## config.mk

```make
export PLATFORM = sky130hd
export DESIGN_NAME = quicksort_sorter
export DESIGN_NICKNAME = d
export VERILOG_FILES = /design/src/qs_pkg.sv /design/src/qs_range_stack.sv /design/src/quicksort_sorter.sv
export VERILOG_INCLUDE_DIRS = /design/src /design/src/src
export SDC_FILE = /design/constraint.sdc
export NUM_CORES = 2
export LEC_CHECK = 0
export BUFFER_PORTS_ARGS = -buffer_cell sky130_fd_sc_hd__buf_4
export CAP_MARGIN = 40
export CELL_PAD_IN_SITES_DETAIL_PLACEMENT = 2
export CELL_PAD_IN_SITES_GLOBAL_PLACEMENT = 2
export CORE_ASPECT_RATIO = 2
export CORE_MARGIN = 2
export CORE_UTILIZATION = 52
export DETAILED_ROUTE_END_ITERATION = 6
export PLACE_DENSITY = 0.81
export SKIP_CTS_REPAIR_TIMING = 1
export SYNTH_ARGS = -nofsm -noshare
export SYNTH_HDL_FRONTEND = slang
export SYNTH_SLANG_ARGS = --single-unit
```

## constraint.sdc

```tcl
create_clock -name clk_i -period 13.1 [get_ports clk_i]
set_input_delay 3.275 -clock clk_i [delete_from_list [all_inputs] [get_ports clk_i]]
set_output_delay 3.275 -clock clk_i [all_outputs]
set_load 0.005 [all_outputs]
```

## src/assert_macros.svh

```systemverilog
// Assertion macros shared by the sorter RTL files.
`ifndef ASSERT_MACROS_SVH
`define ASSERT_MACROS_SVH
`ifndef SYNTHESIS
// Property that must hold at every clock edge outside reset.
`define QS_ASSERT(lbl, clk, rst_n, prop) \
  lbl: assert property (@(posedge clk) disable iff (!(rst_n)) (prop)) \
    else $error("qs assertion failed");
// Condition that must never be true outside reset.
`define QS_NEVER(lbl, clk, rst_n, cond) \
  lbl: assert property (@(posedge clk) disable iff (!(rst_n)) !(cond)) \
    else $error("qs forbidden condition seen");
`else
`define QS_ASSERT(lbl, clk, rst_n, prop)
`define QS_NEVER(lbl, clk, rst_n, cond)
`endif
`endif

```

## src/qs_pkg.sv

```systemverilog
// Shared constants and types of the quicksort sorter.
`default_nettype none
package qs_pkg;

  // Default store depth and value width.
  localparam int unsigned QS_MAX_ITEMS  = 64;
  localparam int unsigned QS_VALUE_BITS = 32;
  // Fixed width of the value ports.
  localparam int unsigned QS_PORT_BITS  = 32;

  // Sequencer states of the sorter.
  typedef enum logic [3:0] {
    ST_IDLE,
    ST_SEED,
    ST_POP,
    ST_PIVOT_RD,
    ST_PIVOT,
    ST_RD_J,
    ST_CMP,
    ST_SW1,
    ST_SW2,
    ST_FIN_W1,
    ST_FIN_W2,
    ST_PUSH_LO,
    ST_PUSH_HI,
    ST_EMIT
  } state_e;

  // Commands to the range stack.
  typedef struct packed {
    logic push;
    logic pop;
  } stk_cmd_t;

endpackage
`default_nettype wire

```

## src/qs_range_stack.sv

```systemverilog
// Stack of pending index ranges, held in a synchronous memory.
`default_nettype none
`include "assert_macros.svh"
module qs_range_stack #(
  parameter int unsigned DEPTH = qs_pkg::QS_MAX_ITEMS / 2,
  parameter int unsigned IDX_W = $clog2(qs_pkg::QS_MAX_ITEMS)
) (
  input  wire logic             clk_i,
  input  wire logic             rst_ni,
  input  wire qs_pkg::stk_cmd_t cmd_i,
  input  wire logic [IDX_W-1:0] push_lo_i,
  input  wire logic [IDX_W-1:0] push_hi_i,
  output logic      [IDX_W-1:0] pop_lo_o,
  output logic      [IDX_W-1:0] pop_hi_o,
  output logic                  empty_o
);

  localparam int unsigned AW    = (DEPTH > 1) ? $clog2(DEPTH) : 1;
  localparam int unsigned PTR_W = $clog2(DEPTH + 1);

  logic [2*IDX_W-1:0] mem_q [DEPTH];
  logic [2*IDX_W-1:0] rdata_q;
  logic [PTR_W-1:0]   sp_q, sp_d;
  logic [PTR_W-1:0]   sp_dec;

  assign sp_dec = sp_q - PTR_W'(1);

  // Pointer moves up on a push and down on a pop.
  always_comb begin
    sp_d = sp_q;
    if (cmd_i.push) begin
      sp_d = sp_q + PTR_W'(1);
    end else if (cmd_i.pop) begin
      sp_d = sp_dec;
    end
  end

  always_ff @(posedge clk_i or negedge rst_ni) begin
    if (!rst_ni) begin
      sp_q <= '0;
    end else begin
      sp_q <= sp_d;
    end
  end

  // Push writes the free slot; pop reads the top slot into a read register.
  always_ff @(posedge clk_i) begin
    if (cmd_i.push) begin
      mem_q[sp_q[AW-1:0]] <= {push_lo_i, push_hi_i};
    end
    if (cmd_i.pop) begin
      rdata_q <= mem_q[sp_dec[AW-1:0]];
    end
  end

  assign pop_lo_o = rdata_q[2*IDX_W-1:IDX_W];
  assign pop_hi_o = rdata_q[IDX_W-1:0];
  assign empty_o  = (sp_q == '0);

  `QS_ASSERT(a_push_room, clk_i, rst_ni, cmd_i.push |-> (sp_q < PTR_W'(DEPTH)))
  `QS_ASSERT(a_pop_held, clk_i, rst_ni, cmd_i.pop |-> !empty_o)
  `QS_NEVER(a_push_pop, clk_i, rst_ni, cmd_i.push && cmd_i.pop)

endmodule
`default_nettype wire

```

## src/quicksort_sorter.sv

```systemverilog
// Top level of the quicksort sorter: value store, sort sequencer, emission.
//
//  channel | direction | handshake                   | payload
//  --------+-----------+-----------------------------+------------------------------------
//  item    | in        | start high while busy low   | item_value_i, last_item_i
//  result  | out       | strobe_o high for one cycle | sorted_value_o, last_result_o,
//          |           |                             | overflow_o
//
// Loading takes every item offered while busy is low. After a last item, the sort
// runs over the value store: each partition has setup and close states, a read
// and a compare per element and two writes more per element swapped. Emission
// then gives one value per cycle. busy stays high from the last item until the
// final result is shown. Reset clears control state only; no clearing pass is run.
`default_nettype none
`include "assert_macros.svh"
module quicksort_sorter #(
  parameter int unsigned MAX_ITEMS  = qs_pkg::QS_MAX_ITEMS,
  parameter int unsigned VALUE_BITS = qs_pkg::QS_VALUE_BITS
) (
  input  wire logic                                     clk_i,
  input  wire logic                                     rst_ni,
  input  wire logic                                     start,
  output logic                                          busy,
  input  wire logic signed [qs_pkg::QS_PORT_BITS-1:0]   item_value_i,
  input  wire logic                                     last_item_i,
  output logic                                          strobe_o,
  output logic signed      [qs_pkg::QS_PORT_BITS-1:0]   sorted_value_o,
  output logic                                          last_result_o,
  output logic                                          overflow_o
);

  localparam int unsigned PW    = qs_pkg::QS_PORT_BITS;
  localparam int unsigned IDX_W = $clog2(MAX_ITEMS);
  localparam int unsigned CNT_W = $clog2(MAX_ITEMS + 1);
  localparam int unsigned STK_D = MAX_ITEMS / 2;

  qs_pkg::state_e state_q, state_d;

  // Control and datapath registers.
  logic [CNT_W-1:0]      count_q;
  logic                  dropped_q;
  logic [CNT_W-1:0]      k_q;
  logic [IDX_W-1:0]      lo_q, hi_q, i_q, j_q;
  logic [VALUE_BITS-1:0] pivot_q, vj_q;
  logic                  emit_vld_q, emit_last_q, emit_ovf_q;

  // Value store ports.
  logic [VALUE_BITS-1:0] store_q [MAX_ITEMS];
  logic [VALUE_BITS-1:0] rdata_q;
  logic                  we, re;
  logic [IDX_W-1:0]      waddr, raddr;
  logic [VALUE_BITS-1:0] wdata;

  // Range stack interface.
  qs_pkg::stk_cmd_t stk_cmd;
  logic [IDX_W-1:0] push_lo, push_hi, pop_lo, pop_hi;
  logic             stk_empty;

  logic                  accept;
  logic                  room;
  logic                  le_pivot;
  logic                  push_lo_ok, push_hi_ok;
  logic                  emit_end;
  logic [VALUE_BITS-1:0] item_ext;
  logic [PW-1:0]         out_ext;

  assign accept   = start && !busy;
  assign room     = (count_q < CNT_W'(MAX_ITEMS));
  assign le_pivot = ($signed(rdata_q) <= $signed(pivot_q));
  assign emit_end = ((k_q + CNT_W'(1)) == count_q);

  // Ranges of two or more values on either side of the pivot go to the stack.
  assign push_lo_ok = ({1'b0, i_q} > ({1'b0, lo_q} + (IDX_W+1)'(1)));
  assign push_hi_ok = ({1'b0, hi_q} > ({1'b0, i_q} + (IDX_W+1)'(1)));

  // Input value to store width, output value sign extended to port width.
  for (genvar b = 0; b < VALUE_BITS; b++) begin : g_in
    if (b < PW) begin : g_bit
      assign item_ext[b] = item_value_i[b];
    end else begin : g_zero
      assign item_ext[b] = 1'b0;
    end
  end
  for (genvar b = 0; b < PW; b++) begin : g_out
    if (b < VALUE_BITS) begin : g_bit
      assign out_ext[b] = rdata_q[b];
    end else begin : g_sign
      assign out_ext[b] = rdata_q[VALUE_BITS-1];
    end
  end

  // Next state.
  always_comb begin
    state_d = state_q;
    unique case (state_q)
      qs_pkg::ST_IDLE: begin
        if (accept && last_item_i) state_d = qs_pkg::ST_SEED;
      end
      qs_pkg::ST_SEED: begin
        if (count_q >= CNT_W'(2)) begin
          state_d = qs_pkg::ST_POP;
        end else if (count_q == '0) begin
          state_d = qs_pkg::ST_IDLE;
        end else begin
          state_d = qs_pkg::ST_EMIT;
        end
      end
      qs_pkg::ST_POP:      state_d = qs_pkg::ST_PIVOT_RD;
      qs_pkg::ST_PIVOT_RD: state_d = qs_pkg::ST_PIVOT;
      qs_pkg::ST_PIVOT:    state_d = qs_pkg::ST_RD_J;
      qs_pkg::ST_RD_J: begin
        state_d = (j_q == hi_q) ? qs_pkg::ST_FIN_W1 : qs_pkg::ST_CMP;
      end
      qs_pkg::ST_CMP: begin
        state_d = (le_pivot && (i_q != j_q)) ? qs_pkg::ST_SW1 : qs_pkg::ST_RD_J;
      end
      qs_pkg::ST_SW1:     state_d = qs_pkg::ST_SW2;
      qs_pkg::ST_SW2:     state_d = qs_pkg::ST_RD_J;
      qs_pkg::ST_FIN_W1:  state_d = qs_pkg::ST_FIN_W2;
      qs_pkg::ST_FIN_W2:  state_d = qs_pkg::ST_PUSH_LO;
      qs_pkg::ST_PUSH_LO: state_d = qs_pkg::ST_PUSH_HI;
      qs_pkg::ST_PUSH_HI: begin
        state_d = (stk_empty && !push_hi_ok) ? qs_pkg::ST_EMIT : qs_pkg::ST_POP;
      end
      qs_pkg::ST_EMIT: begin
        if (emit_end) state_d = qs_pkg::ST_IDLE;
      end
      default: state_d = qs_pkg::ST_IDLE;
    endcase
  end

  // Memory and stack controls for each state.
  always_comb begin
    we      = 1'b0;
    re      = 1'b0;
    waddr   = j_q;
    raddr   = j_q;
    wdata   = rdata_q;
    stk_cmd = '0;
    push_lo = lo_q;
    push_hi = hi_q;
    unique case (state_q)
      qs_pkg::ST_IDLE: begin
        we    = accept && room;
        waddr = count_q[IDX_W-1:0];
        wdata = item_ext;
      end
      qs_pkg::ST_SEED: begin
        stk_cmd.push = (count_q >= CNT_W'(2));
        push_lo      = '0;
        push_hi      = IDX_W'(count_q - CNT_W'(1));
      end
      qs_pkg::ST_POP: begin
        stk_cmd.pop = 1'b1;
      end
      qs_pkg::ST_PIVOT_RD: begin
        re    = 1'b1;
        raddr = pop_hi;
      end
      qs_pkg::ST_RD_J: begin
        re    = 1'b1;
        raddr = (j_q == hi_q) ? i_q : j_q;
      end
      qs_pkg::ST_CMP: begin
        re    = le_pivot && (i_q != j_q);
        raddr = i_q;
      end
      qs_pkg::ST_SW1: begin
        we    = 1'b1;
        waddr = j_q;
        wdata = rdata_q;
      end
      qs_pkg::ST_SW2: begin
        we    = 1'b1;
        waddr = i_q;
        wdata = vj_q;
      end
      qs_pkg::ST_FIN_W1: begin
        we    = 1'b1;
        waddr = hi_q;
        wdata = rdata_q;
      end
      qs_pkg::ST_FIN_W2: begin
        we    = 1'b1;
        waddr = i_q;
        wdata = pivot_q;
      end
      qs_pkg::ST_PUSH_LO: begin
        stk_cmd.push = push_lo_ok;
        push_lo      = lo_q;
        push_hi      = i_q - IDX_W'(1);
      end
      qs_pkg::ST_PUSH_HI: begin
        stk_cmd.push = push_hi_ok;
        push_lo      = i_q + IDX_W'(1);
        push_hi      = hi_q;
      end
      qs_pkg::ST_EMIT: begin
        re    = 1'b1;
        raddr = k_q[IDX_W-1:0];
      end
      default: begin
        we = 1'b0;
      end
    endcase
  end

  // Value store: one write and one registered read per cycle.
  always_ff @(posedge clk_i) begin
    if (we) begin
      store_q[waddr] <= wdata;
    end
    if (re) begin
      rdata_q <= store_q[raddr];
    end
  end

  // Control registers.
  always_ff @(posedge clk_i or negedge rst_ni) begin
    if (!rst_ni) begin
      state_q     <= qs_pkg::ST_IDLE;
      count_q     <= '0;
      dropped_q   <= 1'b0;
      k_q         <= '0;
      emit_vld_q  <= 1'b0;
      emit_last_q <= 1'b0;
      emit_ovf_q  <= 1'b0;
    end else begin
      state_q    <= state_d;
      emit_vld_q <= 1'b0;
      unique case (state_q)
        qs_pkg::ST_IDLE: begin
          if (accept) begin
            if (room) begin
              count_q <= count_q + CNT_W'(1);
            end else begin
              dropped_q <= 1'b1;
            end
          end
        end
        qs_pkg::ST_SEED: begin
          k_q <= '0;
          if (count_q == '0) begin
            dropped_q <= 1'b0;
          end
        end
        qs_pkg::ST_EMIT: begin
          emit_vld_q  <= 1'b1;
          emit_last_q <= emit_end;
          emit_ovf_q  <= dropped_q;
          k_q         <= k_q + CNT_W'(1);
          if (emit_end) begin
            count_q   <= '0;
            dropped_q <= 1'b0;
          end
        end
        default: begin
          k_q <= k_q;
        end
      endcase
    end
  end

  // Partition walk registers: i is the boundary, j the scan index.
  always_ff @(posedge clk_i) begin
    unique case (state_q)
      qs_pkg::ST_PIVOT_RD: begin
        lo_q <= pop_lo;
        hi_q <= pop_hi;
      end
      qs_pkg::ST_PIVOT: begin
        pivot_q <= rdata_q;
        i_q     <= lo_q;
        j_q     <= lo_q;
      end
      qs_pkg::ST_CMP: begin
        vj_q <= rdata_q;
        if (le_pivot) begin
          if (i_q == j_q) begin
            i_q <= i_q + IDX_W'(1);
            j_q <= j_q + IDX_W'(1);
          end
        end else begin
          j_q <= j_q + IDX_W'(1);
        end
      end
      qs_pkg::ST_SW2: begin
        i_q <= i_q + IDX_W'(1);
        j_q <= j_q + IDX_W'(1);
      end
      default: begin
        i_q <= i_q;
      end
    endcase
  end

  qs_range_stack #(
    .DEPTH (STK_D),
    .IDX_W (IDX_W)
  ) u_stack (
    .clk_i     (clk_i),
    .rst_ni    (rst_ni),
    .cmd_i     (stk_cmd),
    .push_lo_i (push_lo),
    .push_hi_i (push_hi),
    .pop_lo_o  (pop_lo),
    .pop_hi_o  (pop_hi),
    .empty_o   (stk_empty)
  );

  // Result ports.
  assign busy           = (state_q != qs_pkg::ST_IDLE);
  assign strobe_o       = emit_vld_q;
  assign sorted_value_o = $signed(out_ext);
  assign last_result_o  = emit_last_q;
  assign overflow_o     = emit_ovf_q;

  `QS_ASSERT(a_last_ends_set, clk_i, rst_ni, (strobe_o && last_result_o) |=> !strobe_o)
  `QS_ASSERT(a_idle_after_last, clk_i, rst_ni, $fell(busy) |-> (strobe_o && last_result_o))
  `QS_ASSERT(a_walk_order, clk_i, rst_ni,
    (state_q == qs_pkg::ST_CMP || state_q == qs_pkg::ST_SW1 || state_q == qs_pkg::ST_SW2)
    |-> ((i_q <= j_q) && (j_q < hi_q)))

endmodule
`default_nettype wire

```

==> reports/metrics.csv, run 1 <==
metric;value;unit
status;aborted with a tool error;
Exit stage;global routing;
Log Error;[ERROR GRT-0232] Routing congestion too high. Check the congestion heatmap in the GUI.;
GP Congestion;0.979;
net count after synthesis;6057;
dpl cell area;0.109;sq mm
row cnt;231;
Post-synth EDFFs;2564;
DP HPWL;302;mm
total grt overflow;63;
synth cell count leaders;2564 x edfxtp_1, 760 x nand2_1, 357 x mux4_2;
main combinational cell family by area after synthesis;multiplexers;
multiplexer share of the synthesized area;8.64;%
H-tree depth;4;
Synth Flop Type;edfxtp_1;
Compound-Gate Fraction of Synth Area;6.23;%
Yosys top cell area share;74.7;%
sequential area share after synthesis;75.4;%
ranking of synthesized cells by area;edfxtp_1 75%, mux4_2 7.8%, nand2_1 2.8%;
ys async rst share;1.08;%
total CTS buffers;225;
largest net degree at the start of global routing;134;
initial antenna violation count;87;
Synth cell types;79;
GRT Total Usage;67.9;%
clk sinks;2592;
Yosys top cell by area;edfxtp_1;
Synth Area in XOR/XNOR;0.442;%
syn avg cell area;17.3;sq um
Die Wd;319;um
FF+latch count, synth;2592;
Root Driver;clkbuf_16;
cell with the most instances after synthesis;edfxtp_1;
Netlist Area Pre-Place;0.103;sq mm
Mapped Cells;5965;
Yosys warnings;0;
Simple-Gate Fraction of Synth Area;6.77;%
port buffer count;71;
CTS Buffer Depth;4;
Ports;72;
synthesized-area fraction occupied by adder cells;0.680;%
Die Ht;634;um
Initial Utilization;52.2;%
## metrics by stage
stage | utilization [%] | hold slack, ps | setup slack (ps) | std cells
after floorplan | - | 400 | 6920 | 5965
after global placement | 54.7 | 403 | 6110 | 8427
after detailed placement | 55.3 | 411 | 5750 | 8500
after CTS | 59.1 | 446 | 5550 | 8907
## kinds of logic after synthesis
group,count (synthesis)
flip-flops,2592
AND/OR/NAND/NOR,1525
AO/OA/AOI/OAI,857
multiplexers,442
buffers and inverters,441
adder cells (fa/ha/maj),56
XOR/XNOR,52
## routing by layer
metal,track usage [%],GRT overflow
met1,68.8,0
met2,90.2,30
met3,41.6,0
met4,72.8,33
met5,13.3,0
==> run 2, diff against run 1 <==
- CELL_PAD_IN_SITES_DETAIL_PLACEMENT: 2 -> unset
- CELL_PAD_IN_SITES_GLOBAL_PLACEMENT: 2 -> unset
- CORE_ASPECT_RATIO: 2 -> unset
- CORE_UTILIZATION: 52 -> 40
- PLACE_DENSITY: 0.81 -> unset
- PLACE_DENSITY_LB_ADDON: unset -> 0.15
==> run 2 against run 1 <==
The flow now finishes, with violations (design-rule violations). Synthesized cell count is the same. Area after synthesis stayed put.
==> reports/metrics.csv, run 2 <==
metric;value;unit;change
total number of vias;59200;;
Slew HR;24.2;%;
violated checks;design-rule violations;;
ranking of synthesized cells by area;edfxtp_1 75%, mux4_2 7.8%, nand2_1 2.8%;;
GRT Total Usage;25.0;%;
worst skew pair latency;930;ps;
Final Cycle Share;49.4;%;
Register-to-Register Path Depth;14;;
DP HPWL;210;mm;-31%
total grt overflow;0;;
FF-to-FF End;sorted_value_o[13];;
CP required;13760;ps;
H-tree depth;5;;+1
cell with the most instances after synthesis;edfxtp_1;;
Post-synth EDFFs;2564;;unchanged
Critical Path AT;7130;ps;
Synth cell types;79;;unchanged
highest net fanout along the worst path;111;;
most used cell, CP;buf_4;;
DIE AREA;0.262;sq mm;
port buffer count;71;;unchanged
Hold WC Path Type;register to register;;
clk_skew;92.7;ps;
Root Driver;clkbuf_16;;
Max Fclk;155;MHz;
Crit-path slowest cell;buf_4;;
Post-DRT Antenna Nets;0;;
Hold EP;lo_q[5];;
vias per inst;6.03;;
drt pass-1 iters;7;;
syn avg cell area;17.3;sq um;unchanged
Die Wd;512;um;+60%
Startpoint Class;register;;
clk sinks;2592;;unchanged
GP Congestion;0.892;;-8.9%
row cnt;186;;-19%
Worst path max stage delay;760;ps;
Placeable Area;0.256;sq mm;
Yosys warnings;0;;unchanged
critical setup path kind;register to register;;
first-pass GRT wire length;464;mm;
CTS tree;done;;
ys async rst share;1.08;%;unchanged
CTS Buffer Depth;4;;unchanged
synth cell count leaders;2564 x edfxtp_1, 760 x nand2_1, 357 x mux4_2;;
drt drc;6;;
most common cell after layout, fill and taps aside;edfxtp_1;;
endpoint type of the worst setup path;register;;
number of flip-flops in the largest register;2048;;
Initial Utilization;40.2;%;-12 points
RSZ-0062 raised after global routing;false;;
Netlist Area Pre-Place;0.103;sq mm;unchanged
min cycle time layout;6470;ps;
initial antenna violation count;7;;
min-delay src;u_stack.rdata_q[11];;
Final Hold Vio Count;0;;
commonest cells after routing, fill and taps aside;2564 x edfxtp_1, 749 x nand2_1, 357 x mux4_2;;
Max Cap Viol;0;;
clk slew on worst S/H paths;60;ps;
max-slew violations;0;;
Worst-Margin Slew;1140;ps;
net count after synthesis;6057;;unchanged
Ports;72;;unchanged
Layout Nets;6326;;
Top reg by flops;store_q;;
largest net degree at the start of global routing;112;;
total CTS buffers;291;;+29%
sequential area share after synthesis;75.4;%;unchanged
DR WL/cell;33.8;um;
Yosys top cell by area;edfxtp_1;;
Setup Viol. Count Final;0;;
Setup Total Neg Slack;0;ps;
Area Overhead vs Synth;15.9;%;
hold path cells;0;;
Synth Flop Type;edfxtp_1;;
status;complete, but fails checks;;
vias in the first global route;57300;;
critical path cell sequence;nor2b_1, nand3_1, inv_1, nand2_1, o211ai_1, buf_4, nor2_4, buf_4, buf_12, buf_4, mux4_2, a32oi_1, o21ai_0, or4_1;;
WL final;332;mm;
FF+latch count, synth;2592;;unchanged
Mapped Cells;5965;;unchanged
Reg-to-Reg Start;state_q[1];;
DRT iter0 DRCs;7661;;
flop2flop setup slack;6630;ps;
share of cells above drive strength 1;19.8;%;
Die Ht;512;um;-19%
Yosys top cell area share;74.7;%;unchanged
-- run 2: cell counts after synthesis --
Identical to the previous run, type by type.
-- run 2: cell type report --
class	count	area, sq um
antenna	3	7.51
clock inverter	135	1270
inverter	47	176
tap	3384	4230
timing repair buffer	370	3870
sequential	2592	77700
fill	21800	137000
clock buffer	357	7650
multi-input combinational	2932	24600
-- run 2: cells by family (layout without fill, tap and decap cells) --
kind of cell               count (synthesis)  in the layout  share of synthesized area [%]
other                                      0              3                              0
buffers and inverters                    441            909                           1.87
muxes                                    442            442                           8.64
DFF                                     2592           2592                           75.4
and+or+nand+nor                         1525           1525                           6.77
AOI/OAI and AO/OA                        857            857                           6.23
xor gates and xnor gates                  52             52                          0.442
adders and majority gates                 56             56                          0.680
-- run 2: how the worst max path moves through the flow --
| stage | end | from | slack (ps) | cells past startpoint |
|---|---|---|---|---|
| CTS | sorted_value_o[13] | state_q[1] | 6570 | 14 |
| global placement | store_q[49][14] | start | 5920 | 6 |
| global route | sorted_value_o[13] | state_q[1] | 6150 | 14 |
| detailed placement | sorted_value_o[13] | state_q[1] | 6600 | 14 |
| finish | sorted_value_o[13] | state_q[1] | 6630 | 14 |
| floorplan | store_q[62][0] | start | 6920 | 5 |
-- run 2: per-stage QoR --
stage / worst slack, ps / cells / hold WS (ps) / area, sq um / utilization (%)
2_1_floorplan: 6920 / 5965 / 400 / 103000 / -
3_3_place_gp: 5920 / 9224 / 402 / 109000 / 42.4
3_5_place_dp: 6600 / 9325 / 407 / 111000 / 43.1
4_1_cts: 6570 / 9817 / 421 / 119000 / 46.6
5_1_grt: 6150 / 9818 / 422 / 119000 / 46.6
6_report: 6630 / 9820 / 420 / 119000 / 46.6
-- run 2: critical path, delay by kind of cell (launching register included) --
family	cells	cell delay [ps]
and+or+nand+nor	5	1600
AOI/OAI and AO/OA	3	570
buffers and inverters	5	2500
muxes	1	590
DFF	1	720
-- run 2: routing by layer --
layer | track usage, % | vias up | part of all wire, %
met3 | 3.17 | 567 | 6.2
met1 | 33.6 | 31400 | 40
met4 | 11.7 | 2 | 5.3
li1 | - | 24700 | -
met2 | 40.7 | 2551 | 48
met5 | 0 | - | 0.0039
Power of run 2 is not shown: default switching activity piles up to over one toggle a cycle in this logic, so the estimate is an artifact.
